[src/assert_macros.svh]
// Assertion macros used by the top level of the positional list engine.
`ifndef ASSERT_MACROS_SVH
`define ASSERT_MACROS_SVH

// Condition must hold at every clock edge out of reset.
`define PLE_ASSERT_ALWAYS(lbl, clk, rst_n, cond) \
    lbl: assert property (@(posedge clk) disable iff (!rst_n) (cond)) \
        else $error("assertion failed");

// Antecedent implies consequent in the same cycle.
`define PLE_ASSERT_SAME(lbl, clk, rst_n, ante, cons) \
    lbl: assert property (@(posedge clk) disable iff (!rst_n) (ante) |-> (cons)) \
        else $error("assertion failed");

// Antecedent implies consequent in the next cycle.
`define PLE_ASSERT_NEXT(lbl, clk, rst_n, ante, cons) \
    lbl: assert property (@(posedge clk) disable iff (!rst_n) (ante) |=> (cons)) \
        else $error("assertion failed");

`endif

[src/ple_pkg.sv]
// Package with types, codes and constants of the positional list engine.
package ple_pkg;

    localparam int CAPACITY_DEF = 64;
    localparam int DATA_W       = 32;
    localparam int POS_W        = 8;
    localparam int COUNT_W      = 7;

    typedef enum logic [1:0] {
        REQ_INSERT = 2'd0,
        REQ_DELETE = 2'd1,
        REQ_DUMP   = 2'd2
    } req_t;

    typedef enum logic [1:0] {
        ST_OK     = 2'd0,
        ST_BADPOS = 2'd1,
        ST_FULL   = 2'd2,
        ST_EMPTY  = 2'd3
    } status_t;

    typedef enum logic [2:0] {
        S_IDLE,
        S_INS_SHIFT,
        S_INS_DRAIN,
        S_INS_PUT,
        S_DEL_SCAN,
        S_DEL_DRAIN,
        S_DUMP_SCAN,
        S_DUMP_DRAIN
    } state_t;

    // One result beat as produced by the sequencer.
    typedef struct packed {
        logic                      valid;
        logic signed [DATA_W-1:0]  value;
        status_t                   status;
        logic [COUNT_W-1:0]        count;
        logic                      last;
    } result_t;

endpackage

[src/ple_mem.sv]
// Entry store: one write port and one registered read port.
module ple_mem #(
    parameter int DEPTH = ple_pkg::CAPACITY_DEF,
    parameter int AW    = $clog2(ple_pkg::CAPACITY_DEF)
) (
    input  logic                          clk,
    input  logic                          we,
    input  logic [AW-1:0]                 waddr,
    input  logic [ple_pkg::DATA_W-1:0]    wdata,
    input  logic                          re,
    input  logic [AW-1:0]                 raddr,
    output logic [ple_pkg::DATA_W-1:0]    rdata
);

    logic [ple_pkg::DATA_W-1:0] mem [DEPTH];
    logic [ple_pkg::DATA_W-1:0] rdata_reg;

    // Write port
    always_ff @(posedge clk)
    begin
        if (we)
        begin
            mem[waddr] <= wdata;
        end
    end

    // Registered read port
    always_ff @(posedge clk)
    begin
        if (re)
        begin
            rdata_reg <= mem[raddr];
        end
    end

    assign rdata = rdata_reg;

endmodule

[src/ple_seq.sv]
// Sequencer: walks the entry store with one shared index unit to shift, fetch and dump.
module ple_seq #(
    parameter int CAPACITY = ple_pkg::CAPACITY_DEF
) (
    input  logic                                clk,
    input  logic                                rst_n,
    input  logic                                start,
    input  logic [1:0]                          req_type,
    input  logic [ple_pkg::POS_W-1:0]           position,
    input  logic signed [ple_pkg::DATA_W-1:0]   value,
    output logic                                busy,
    output ple_pkg::result_t                    result
);

    localparam int AW  = (CAPACITY > 1) ? $clog2(CAPACITY) : 1;
    localparam int CW  = $clog2(CAPACITY + 1);
    localparam int OCW = ple_pkg::COUNT_W;
    localparam int DW  = ple_pkg::DATA_W;

    ple_pkg::state_t state_reg, state_next;
    logic [AW-1:0]   idx_reg, idx_next;
    logic [AW-1:0]   lim_reg, lim_next;
    logic [AW-1:0]   wr_addr_reg, wr_addr_next;
    logic            pend_reg, pend_next;
    logic            cap_reg, cap_next;
    logic            first_reg, first_next;
    logic            emit_reg, emit_next;
    logic            elast_reg, elast_next;
    logic [DW-1:0]   val_reg, val_next;
    logic [DW-1:0]   removed_reg, removed_next;
    logic [CW-1:0]   count_reg, count_next;

    logic            mem_we;
    logic [AW-1:0]   mem_waddr;
    logic [DW-1:0]   mem_wdata;
    logic            mem_re;
    logic [DW-1:0]   mem_rdata;

    logic [8:0]      pos9;
    logic [8:0]      n9;
    logic            is_full;
    logic            is_empty;
    logic            ins_bad;
    logic            del_bad;
    logic            ins_at_end;
    logic            step_up;
    logic [AW-1:0]   idx_step;
    logic            at_lim;
    logic [CW-1:0]   cnt_inc;
    logic [CW-1:0]   cnt_dec;

    // Request decode against the current count
    assign pos9       = {1'b0, position};
    assign n9         = 9'(count_reg);
    assign is_full    = (n9 >= 9'(CAPACITY));
    assign is_empty   = (count_reg == '0);
    assign ins_bad    = (position == '0) || (pos9 > (n9 + 9'd1));
    assign del_bad    = (position == '0) || (pos9 > n9);
    assign ins_at_end = (pos9 == (n9 + 9'd1));
    assign cnt_inc    = count_reg + 1'b1;
    assign cnt_dec    = count_reg - 1'b1;

    // Shared index unit: one step and one limit compare per cycle
    assign step_up  = (state_reg != ple_pkg::S_INS_SHIFT);
    assign idx_step = step_up ? (idx_reg + 1'b1) : (idx_reg - 1'b1);
    assign at_lim   = (idx_reg == lim_reg);

    assign busy = (state_reg != ple_pkg::S_IDLE);

    ple_mem #(
        .DEPTH (CAPACITY),
        .AW    (AW)
    ) u_mem (
        .clk   (clk),
        .we    (mem_we),
        .waddr (mem_waddr),
        .wdata (mem_wdata),
        .re    (mem_re),
        .raddr (idx_reg),
        .rdata (mem_rdata)
    );

    // Next state
    always_comb
    begin
        state_next = state_reg;
        case (state_reg)
            ple_pkg::S_IDLE:
            begin
                if (start)
                begin
                    case (req_type)
                        ple_pkg::REQ_INSERT:
                        begin
                            if (!is_full && !ins_bad)
                            begin
                                state_next = ins_at_end ? ple_pkg::S_INS_PUT
                                                        : ple_pkg::S_INS_SHIFT;
                            end
                        end
                        ple_pkg::REQ_DELETE:
                        begin
                            if (!is_empty && !del_bad)
                            begin
                                state_next = ple_pkg::S_DEL_SCAN;
                            end
                        end
                        ple_pkg::REQ_DUMP:
                        begin
                            if (!is_empty)
                            begin
                                state_next = ple_pkg::S_DUMP_SCAN;
                            end
                        end
                        default:
                        begin
                            state_next = ple_pkg::S_IDLE;
                        end
                    endcase
                end
            end
            ple_pkg::S_INS_SHIFT:
            begin
                if (at_lim)
                begin
                    state_next = ple_pkg::S_INS_DRAIN;
                end
            end
            ple_pkg::S_INS_DRAIN:  state_next = ple_pkg::S_INS_PUT;
            ple_pkg::S_INS_PUT:    state_next = ple_pkg::S_IDLE;
            ple_pkg::S_DEL_SCAN:
            begin
                if (at_lim)
                begin
                    state_next = ple_pkg::S_DEL_DRAIN;
                end
            end
            ple_pkg::S_DEL_DRAIN:  state_next = ple_pkg::S_IDLE;
            ple_pkg::S_DUMP_SCAN:
            begin
                if (at_lim)
                begin
                    state_next = ple_pkg::S_DUMP_DRAIN;
                end
            end
            ple_pkg::S_DUMP_DRAIN: state_next = ple_pkg::S_IDLE;
            default:               state_next = ple_pkg::S_IDLE;
        endcase
    end

    // Datapath, store control and result beat
    always_comb
    begin
        idx_next     = idx_reg;
        lim_next     = lim_reg;
        wr_addr_next = wr_addr_reg;
        pend_next    = 1'b0;
        cap_next     = 1'b0;
        first_next   = first_reg;
        emit_next    = 1'b0;
        elast_next   = elast_reg;
        val_next     = val_reg;
        removed_next = cap_reg ? mem_rdata : removed_reg;
        count_next   = count_reg;

        // a pending shift write lands in the cycle after its read
        mem_we    = pend_reg;
        mem_waddr = wr_addr_reg;
        mem_wdata = mem_rdata;
        mem_re    = 1'b0;

        result        = '0;
        result.status = ple_pkg::ST_OK;
        result.count  = OCW'(count_reg);

        case (state_reg)
            ple_pkg::S_IDLE:
            begin
                if (start)
                begin
                    val_next = value;
                    case (req_type)
                        ple_pkg::REQ_INSERT:
                        begin
                            if (is_full)
                            begin
                                result.valid  = 1'b1;
                                result.status = ple_pkg::ST_FULL;
                                result.last   = 1'b1;
                            end
                            else if (ins_bad)
                            begin
                                result.valid  = 1'b1;
                                result.status = ple_pkg::ST_BADPOS;
                                result.last   = 1'b1;
                            end
                            else
                            begin
                                idx_next = AW'(n9 - 9'd1);
                                lim_next = AW'(pos9 - 9'd1);
                            end
                        end
                        ple_pkg::REQ_DELETE:
                        begin
                            if (is_empty)
                            begin
                                result.valid  = 1'b1;
                                result.status = ple_pkg::ST_EMPTY;
                                result.last   = 1'b1;
                            end
                            else if (del_bad)
                            begin
                                result.valid  = 1'b1;
                                result.status = ple_pkg::ST_BADPOS;
                                result.last   = 1'b1;
                            end
                            else
                            begin
                                idx_next   = AW'(pos9 - 9'd1);
                                lim_next   = AW'(n9 - 9'd1);
                                first_next = 1'b1;
                            end
                        end
                        ple_pkg::REQ_DUMP:
                        begin
                            if (is_empty)
                            begin
                                result.valid  = 1'b1;
                                result.status = ple_pkg::ST_EMPTY;
                                result.last   = 1'b1;
                            end
                            else
                            begin
                                idx_next = '0;
                                lim_next = AW'(n9 - 9'd1);
                            end
                        end
                        default:
                        begin
                            result.valid  = 1'b1;
                            result.status = ple_pkg::ST_BADPOS;
                            result.last   = 1'b1;
                        end
                    endcase
                end
            end
            // move entries up one place, top first
            ple_pkg::S_INS_SHIFT:
            begin
                mem_re       = 1'b1;
                pend_next    = 1'b1;
                wr_addr_next = idx_reg + 1'b1;
                if (!at_lim)
                begin
                    idx_next = idx_step;
                end
            end
            ple_pkg::S_INS_DRAIN:
            begin
                pend_next = 1'b0;
            end
            ple_pkg::S_INS_PUT:
            begin
                mem_we        = 1'b1;
                mem_waddr     = lim_reg;
                mem_wdata     = val_reg;
                count_next    = cnt_inc;
                result.valid  = 1'b1;
                result.count  = OCW'(cnt_inc);
                result.last   = 1'b1;
            end
            // first read fetches the removed entry, the rest move down one place
            ple_pkg::S_DEL_SCAN:
            begin
                mem_re       = 1'b1;
                first_next   = 1'b0;
                cap_next     = first_reg;
                pend_next    = !first_reg;
                wr_addr_next = idx_reg - 1'b1;
                if (!at_lim)
                begin
                    idx_next = idx_step;
                end
            end
            ple_pkg::S_DEL_DRAIN:
            begin
                count_next   = cnt_dec;
                result.valid = 1'b1;
                result.value = cap_reg ? mem_rdata : removed_reg;
                result.count = OCW'(cnt_dec);
                result.last  = 1'b1;
            end
            ple_pkg::S_DUMP_SCAN:
            begin
                mem_re     = 1'b1;
                emit_next  = 1'b1;
                elast_next = at_lim;
                if (!at_lim)
                begin
                    idx_next = idx_step;
                end
            end
            ple_pkg::S_DUMP_DRAIN:
            begin
                emit_next = 1'b0;
            end
            default:
            begin
                pend_next = 1'b0;
            end
        endcase

        // dump beat comes in the cycle after its read
        if (emit_reg)
        begin
            result.valid  = 1'b1;
            result.value  = mem_rdata;
            result.status = ple_pkg::ST_OK;
            result.count  = OCW'(count_reg);
            result.last   = elast_reg;
        end
    end

    // Control registers
    always_ff @(posedge clk or negedge rst_n)
    begin
        if (!rst_n)
        begin
            state_reg <= ple_pkg::S_IDLE;
            count_reg <= '0;
            pend_reg  <= 1'b0;
            cap_reg   <= 1'b0;
            first_reg <= 1'b0;
            emit_reg  <= 1'b0;
        end
        else
        begin
            state_reg <= state_next;
            count_reg <= count_next;
            pend_reg  <= pend_next;
            cap_reg   <= cap_next;
            first_reg <= first_next;
            emit_reg  <= emit_next;
        end
    end

    // Payload registers
    always_ff @(posedge clk)
    begin
        idx_reg     <= idx_next;
        lim_reg     <= lim_next;
        wr_addr_reg <= wr_addr_next;
        elast_reg   <= elast_next;
        val_reg     <= val_next;
        removed_reg <= removed_next;
    end

endmodule

[src/positional_list_engine.sv]
// Top level of the positional list engine: sequencer, result register and checks.
//
// Usage: a request (req_type, position, value) is taken at a clock edge where
// start is high and busy is low. Insert places value at position 1..count+1,
// delete removes and returns the entry at position 1..count, dump streams all
// entries in order with last_result on the final beat.
// Every result beat shows on read_value, status, entry_count and last_result
// for exactly one cycle with strobe high; the receiver cannot stall.
// Timing: a rejected request gives its beat in the cycle after acceptance with
// busy staying low. An accepted insert, delete or dump keeps busy high while
// it walks the entries that it moves or reads; the final beat shows in the
// first cycle with busy low again. The walk is bounded by the single read and
// single write port of the entry store, stepped by one shared index counter,
// one entry per cycle.
// Reset clears the entry count and the sequencer; stored words are left as
// they are and are only read below the count.
`include "assert_macros.svh"

module positional_list_engine #(
    parameter int CAPACITY = ple_pkg::CAPACITY_DEF
) (
    input  logic                                clk,
    input  logic                                rst_n,
    input  logic                                start,
    output logic                                busy,
    input  logic [1:0]                          req_type,
    input  logic [ple_pkg::POS_W-1:0]           position,
    input  logic signed [ple_pkg::DATA_W-1:0]   value,
    output logic                                strobe,
    output logic signed [ple_pkg::DATA_W-1:0]   read_value,
    output logic [1:0]                          status,
    output logic [ple_pkg::COUNT_W-1:0]         entry_count,
    output logic                                last_result
);

    ple_pkg::result_t result;

    logic                              strobe_reg;
    logic signed [ple_pkg::DATA_W-1:0] value_reg;
    logic [1:0]                        status_reg;
    logic [ple_pkg::COUNT_W-1:0]       count_reg;
    logic                              last_reg;

    ple_seq #(
        .CAPACITY (CAPACITY)
    ) u_seq (
        .clk      (clk),
        .rst_n    (rst_n),
        .start    (start),
        .req_type (req_type),
        .position (position),
        .value    (value),
        .busy     (busy),
        .result   (result)
    );

    // Result strobe
    always_ff @(posedge clk or negedge rst_n)
    begin
        if (!rst_n)
        begin
            strobe_reg <= 1'b0;
        end
        else
        begin
            strobe_reg <= result.valid;
        end
    end

    // Result beat payload
    always_ff @(posedge clk)
    begin
        if (result.valid)
        begin
            value_reg  <= result.value;
            status_reg <= result.status;
            count_reg  <= result.count;
            last_reg   <= result.last;
        end
    end

    assign strobe      = strobe_reg;
    assign read_value  = value_reg;
    assign status      = status_reg;
    assign entry_count = count_reg;
    assign last_result = last_reg;

    // Checks
    `PLE_ASSERT_SAME(a_count_bound, clk, rst_n, strobe, entry_count <= CAPACITY)
    `PLE_ASSERT_NEXT(a_start_reacts, clk, rst_n, start && !busy, busy || strobe)
    `PLE_ASSERT_SAME(a_error_is_last, clk, rst_n, strobe && (status != ple_pkg::ST_OK),
        last_result && (read_value == '0))
    `PLE_ASSERT_SAME(a_idle_no_beat_pending, clk, rst_n, strobe && !busy, last_result)

endmodule
[config.mk]
export PLATFORM = sky130hd
export DESIGN_NAME = positional_list_engine
export DESIGN_NICKNAME = d
export VERILOG_FILES = /design/src/ple_pkg.sv /design/src/ple_mem.sv /design/src/ple_seq.sv /design/src/positional_list_engine.sv
export VERILOG_INCLUDE_DIRS = /design/src /design/src/src
export SDC_FILE = /design/constraint.sdc
export NUM_CORES = 2
export LEC_CHECK = 0
export BUFFER_PORTS_ARGS = -buffer_cell sky130_fd_sc_hd__clkbuf_2
export CAP_MARGIN = 20
export CORE_MARGIN = 4
export CORE_UTILIZATION = 43
export DETAILED_ROUTE_END_ITERATION = 10
export PLACE_DENSITY = 0.58
export REMOVE_ABC_BUFFERS = 1
export SLEW_MARGIN = 20
export SYNTH_ARGS = -nofsm -noshare
export SYNTH_HDL_FRONTEND = slang
export SYNTH_SLANG_ARGS = --single-unit
[constraint.sdc]
create_clock -name clk -period 8.5 [get_ports clk]
set_input_delay 0 -clock clk [delete_from_list [all_inputs] [get_ports clk]]
set_output_delay 0 -clock clk [all_outputs]
set_load 0.05 [all_outputs]
# Yosys cells after proc, flatten, opt, wreduce, memory -nomap -nowiden
# Memories as Yosys holds them, arrays and structs flattened. A register that Yosys moved wholly into a read port is not among the register bits.
# Cells that the tools add are included.
[word_totals] reg_bits=140 ramBits=2048 word_cells=151 mem_count=1
[mem_list] name="u_seq.u_mem.mem" words=64 word_bits=32 read_ports=1 rd_clocked_by_memory_dff=1 write_ports=1 line="ple_mem.sv:15" text="logic [ple_pkg::DATA_W-1:0] mem [DEPTH];"
[op_classes] addsub=7 magnitude_cmp=3 eq_ne=33 mux=61 n_bitwise=2 reduce_logical=27
[ops] op="$mux 32" n=3
[ops] op="$mux 6" n=14
[ops] op="$mux 43" n=1
[ops] op="$pmux 6 s3" n=2
[ops] op="$pmux 6 s2" n=2
[ops] op="$mux 3" n=7
[ops] op="$ne 2x2->1 const B" n=10
[ops] op="$mux 1" n=18
[ops] op="$pmux 3 s6" n=1
[ops] op="$sub 6x1->6 const B" n=3
[ops] op="$ne 3x3->1 const B" n=5
[ops] op="$pmux 7 s2" n=1
[ops] op="$eq 3x3->1 const B" n=4
[ops] op="$mux 2" n=6
[ops] op="$pmux 3 s3" n=1
[ops] op="$reduce_and 9->1" n=1
[ops] op="$reduce_or 3->1" n=3
[ops] op="$add 7x1->8 const B" n=1
[ops] op="$eq 8x8->1" n=1
[ops] op="$gt 8x7->1" n=1
[ops] op="$gt 8x8->1" n=1
[ops] op="$logic_not 8->1" n=1
[ops] op="$reduce_and 8->1" n=1
[ops] op="$add 7x1->7 const B" n=1
[ops] op="other kinds (28)" n=44

# Logic depth before layout (Yosys ltp)
[logic_depth] depth_word=9 ltp_mapped=12 ltp_nobuf=11

# Modules after synthesis
# From an unflattened synthesis, not the netlist that was laid out.
[unflattened] cells_unflattened=4128 hier_area_um2=86459.2
[by_module_without_submodules] mod="ple_mem" instances=1 cells_each=3511 area_each_um2=79359.9 seq_area_each_um2=62459.9
[by_module_without_submodules] mod="ple_seq" instances=1 cells_each=574 area_each_um2=5813.1 seq_area_each_um2=2522.4
[by_module_without_submodules] mod="positional_list_engine" instances=1 cells_each=43 area_each_um2=1286.2 seq_area_each_um2=1286.2

# Least setup slack after synthesis
# Ideal clock, no wire load.
[synth_path] path_kind="register to register" start="register u_seq.count_reg[2]" end="register count_reg (netlist bit entry_count[0]) (enable)" setup_ns=0.457 arrival_time_ns=4.401 required_ns=8.043 path_slack_ns=3.642 path_stages_with_launch=13 path_buffers=1 period_less_slack_ns=4.858 cell_sequence="dfrtp_1 > clkbuf_1 > inv_1 > nor4_1 > nand2_1 > xnor2_1 > ha_1 > and2_1 > a221oi_1 > nor3b_1 > o21ai_0 > a211oi_1 > a21oi_1"
[synth_rtl] item="start: declaration" line="ple_seq.sv:31" text="logic [CW-1:0] count_reg, count_next;"
[synth_rtl] item="start signal: assignment" line="ple_seq.sv:339" text="count_reg <= count_next;"
[synth_rtl] item="end signal: assignment" line="positional_list_engine.sv:77" text="count_reg <= result.count;"
[synth_rtl] item="end: declaration" line="positional_list_engine.sv:41" text="logic [ple_pkg::COUNT_W-1:0] count_reg;"

# Final worst setup path
[layout_path] start="register u_seq.state_reg[0]" end="memory u_seq.u_mem.mem[56][3] (netlist bit) (enable)"
[layout_between] elab_chain_len=4 elab_cells_between_ends=5
[layout_rtl] item="start: declaration" line="ple_seq.sv:20" text="ple_pkg::state_t state_reg, state_next;"
[layout_rtl] item="start signal: assignment" line="ple_seq.sv:329" text="state_reg <= ple_pkg::S_IDLE;"
[layout_rtl] item="start signal: assignment" line="ple_seq.sv:338" text="state_reg <= state_next;"
[layout_rtl] item="$eq 3x2->1 (*)" line="ple_seq.sv:176" text="case (state_reg)"
[layout_rtl] item="$mux 1" line="ple_seq.sv:176"
[layout_rtl] item="$mux 1" line="ple_mem.sv:21" text="if (we)"
[layout_rtl] item="$mux 1 (implied by the code)" line="ple_mem.sv:23" text="mem[waddr] <= wdata;"
[layout_rtl] item="end: declaration" line="ple_mem.sv:15"
# Every way passes the cells marked *; elsewhere a longest branch is shown, timed or not.

==> metrics.yaml <==
rr_worst_depth: 7
hold_depth: 2
pre_cts_ws_ps: 4124
die_area_sq_um: 207200
antenna_found_initial: 10
slowest_delay_ps: 580
yosys_warnings: 0
finalNonFillerCells: 6988
fp.dieH_microns: 455.2
clk_latency_ps: 850
grt_use_total_pct: 21.87
ys_ff_latch: 2220
drive_gt1_share_pct: 29.72
grt_max_degree: 100
io_pins: 89
timing.fmax_mhz: 226.9
relSlewSlack_pct: 17.30
rsz0062_at_grt: "no"
worstReg2RegEnd: "u_seq.u_mem.mem[56][3]"
ys_types: 64
regMostFlops: "u_seq.u_mem.mem"
wl_per_cell_microns: 32.32
dp_hpwl_mm: 122.9
nNetsFinal: 4242
finalHoldViolations: 0
dp_cells: 6510
ir_drop_v: 0.0004237
critPathCaptureType: "flop"
reg2reg_setup_slack_ps: 4090
routed-via-count: 41340
setup_viol: 0
worst_pin_slew_ps: 1233
status: "finished, final reports clean"
hold_start: "value[8]"
criticalPathCategory: "flop to flop"
grt_pass1_wl_mm: 318.5
start_kind: "flop"
cts_htree_levels: 4
drt_iter0_drc: 5164
post-route-period-util_pct: 51.84
ys_seq_area_share_pct: 77.05
power.density_nw_per_um2: 375.6
ys.flop_type: "edfxtp_1"
grt_pass1_vias: 41550
gp_congestion: 0.8109
hold_ws_ps: 44.16
routed_wl_mm: 225.8
ant_nets: 0
drc: 0
die-width_microns: 455.2
synth_edf_count: 2173
cts_buffers: 215
areaGrowthSynthToFinish_pct: 13.96
p_leak_nw: 30.67
firstDrtPassIters: 6
maxCapViolCount: 0
grt-ovfl-total: 0
fin_worst_skew_ps: 43.52
portBuffers: 88
fin_ws_ps: 4093
cpMaxStageDelayCell: "buf_4"
synth_cells: 3846
maxSlewViolCount: 0
cts_setup_buffers: 0
cts_root_buf: "clkbuf_16"
clock_sinks: 2220
synthArstFlopShare_pct: 0.6757
crit_arrival_ps: 4870
final_cell_mix: "edfxtp_1 (2173), mux4_2 (624), clkbuf_16 (220), nand2_1 (196), buf_4 (126)"
syn_area_per_cell_sq_um: 22.36
holdPathEnd: "u_seq.val_reg[8]"
stdcell_area_sq_um: 98020
layout_commonest_cell: "edfxtp_1"
crit_required_ps: 8970
finalCriticalPeriod_ps: 4407
cts.clk_slew.worst_paths_ps: 60
core-area_sq_um: 198000
rows: 163
via_per_inst: 5.915
clk_path_buf_depth: 3
cts_tree: "done"
placed_area_sq_um: 90560
start_util_pct: 43.43
hold_class: "input pin to flop"
critPathMaxFanout: 42
largest_register_ffs: 2048
setup_tns_ps: 0
syn_area_sq_um: 86010
reg2reg_from: "u_seq.state_reg[0]"
cp_cell_sequence: "nand3b_1, buf_4, mux2i_1, nand2b_1, nand2b_1, nor2_4, buf_4"
==> through the flow <==
step	util, %	power, mW
final	49.50	36.81
after global routing	49.50	38.19
after global placement	45.73	27.87
after CTS	49.48	37.13
after floorplan	-	23.79
after detailed placement	45.73	28.03
==> metal layers <==
| metal | global-route usage [%] | wire (microns) | vias to the layer above | share of wire [%] |
|---|---|---|---|---|
| met1 | 31.14 | 92970 | 22460 | 41 |
| met3 | 4.164 | 17480 | 294 | 7.7 |
| li1 | - | - | 16840 | - |
| met4 | 6.703 | 6818 | 0 | 3.0 |
| met2 | 34.58 | 108600 | 1748 | 48 |
| met5 | 0 | 0 | - | 0 |
==> cells by family after synthesis <==
logic type                 count (synthesis)  share of synthesized area, %
adders and majority gates                 32                        0.4742
DFF                                     2220                         77.05
buffers and inverters                    228                         1.229
AOI/OAI and AO/OA                        215                         1.606
muxes                                    684                         17.09
xor gates and xnor gates                  36                        0.3666
and+or+nand+nor                          431                         2.191
==> final cells by class <==
| class | instances | area, sq um |
|---|---|---|
| Antenna cell | 1 | 2.502 |
| Clock buffer | 295 | 5867 |
| Clock inverter | 104 | 789.5 |
| Fill cell | 15730 | 100000 |
| Inverter | 27 | 102.6 |
| Multi-Input combinational cell | 1398 | 19300 |
| Sequential cell | 2220 | 66270 |
| Tap cell | 2640 | 3303 |
| Timing Repair Buffer | 303 | 2387 |
==> worst max-delay path, delay by kind of cell, from the launching register on <==
family | cells | cell delay, ps
multiplexers | 1 | 580
AND/OR/NAND/NOR | 4 | 1690
buffers and inverters | 2 | 1110
flip-flops | 1 | 570
==> worst max-delay path by stage <==
stage | slack (ps) | to | startpoint
floorplan | -13380 | u_seq.u_mem.rdata[24] | u_seq.idx_reg[0]
CTS | 4120 | u_seq.u_mem.mem[56][3] | u_seq.state_reg[0]
detailed placement | 4120 | u_seq.u_mem.mem[56][3] | u_seq.state_reg[0]
global placement | 4160 | u_seq.u_mem.rdata[14] | u_seq.idx_reg[0]
finish | 4090 | u_seq.u_mem.mem[56][3] | u_seq.state_reg[0]
global route | 3930 | u_seq.u_mem.mem[56][4] | u_seq.state_reg[0]
==> report_power, final <==
part	total [mW]	switching (mW)	internal [mW]
Sequential	15.4	0.423	15.0
Clock	9.11	4.00	5.11
Combinational	12.3	8.21	4.08
Total	36.8	12.6	24.2
==> Yosys cell counts, drive strengths merged, types with 4 or more instances <==
cell / number / area share, %
mux4: 624 / 16
buf: 111 / 0.72
o211ai: 4 / 0.035
nand3: 18 / 0.10
a211oi: 20 / 0.17
nor4: 5 / 0.036
and2: 15 / 0.11
ha: 31 / 0.45
clkbuf: 90 / 0.39
xor2: 10 / 0.10
a22oi: 38 / 0.33
dfrtp: 15 / 0.44
dfxtp: 32 / 0.74
nand4: 4 / 0.029
or2: 4 / 0.029
mux2i: 26 / 0.30
o31ai: 5 / 0.044
a2111oi: 4 / 0.041
o21ai: 61 / 0.35
and3: 5 / 0.036
nand2b: 10 / 0.073
nand3b: 6 / 0.052
nor2b: 13 / 0.095
inv: 24 / 0.10
mux2: 34 / 0.45
nor3: 16 / 0.093
nand2: 228 / 1.0
edfxtp: 2173 / 76
nor3b: 4 / 0.035
or3: 4 / 0.029
o22ai: 13 / 0.095
a21o: 4 / 0.035
nor2: 92 / 0.40
a21oi: 39 / 0.23
xnor2: 26 / 0.26
==> timing repair <==
action / CTS / global route
endpoints found under the hold margin: 76 / 0
resized for setup: 0 / 0
hold buffers: 78 / 0
No activity file was read; power rests on OpenSTA's default activity.
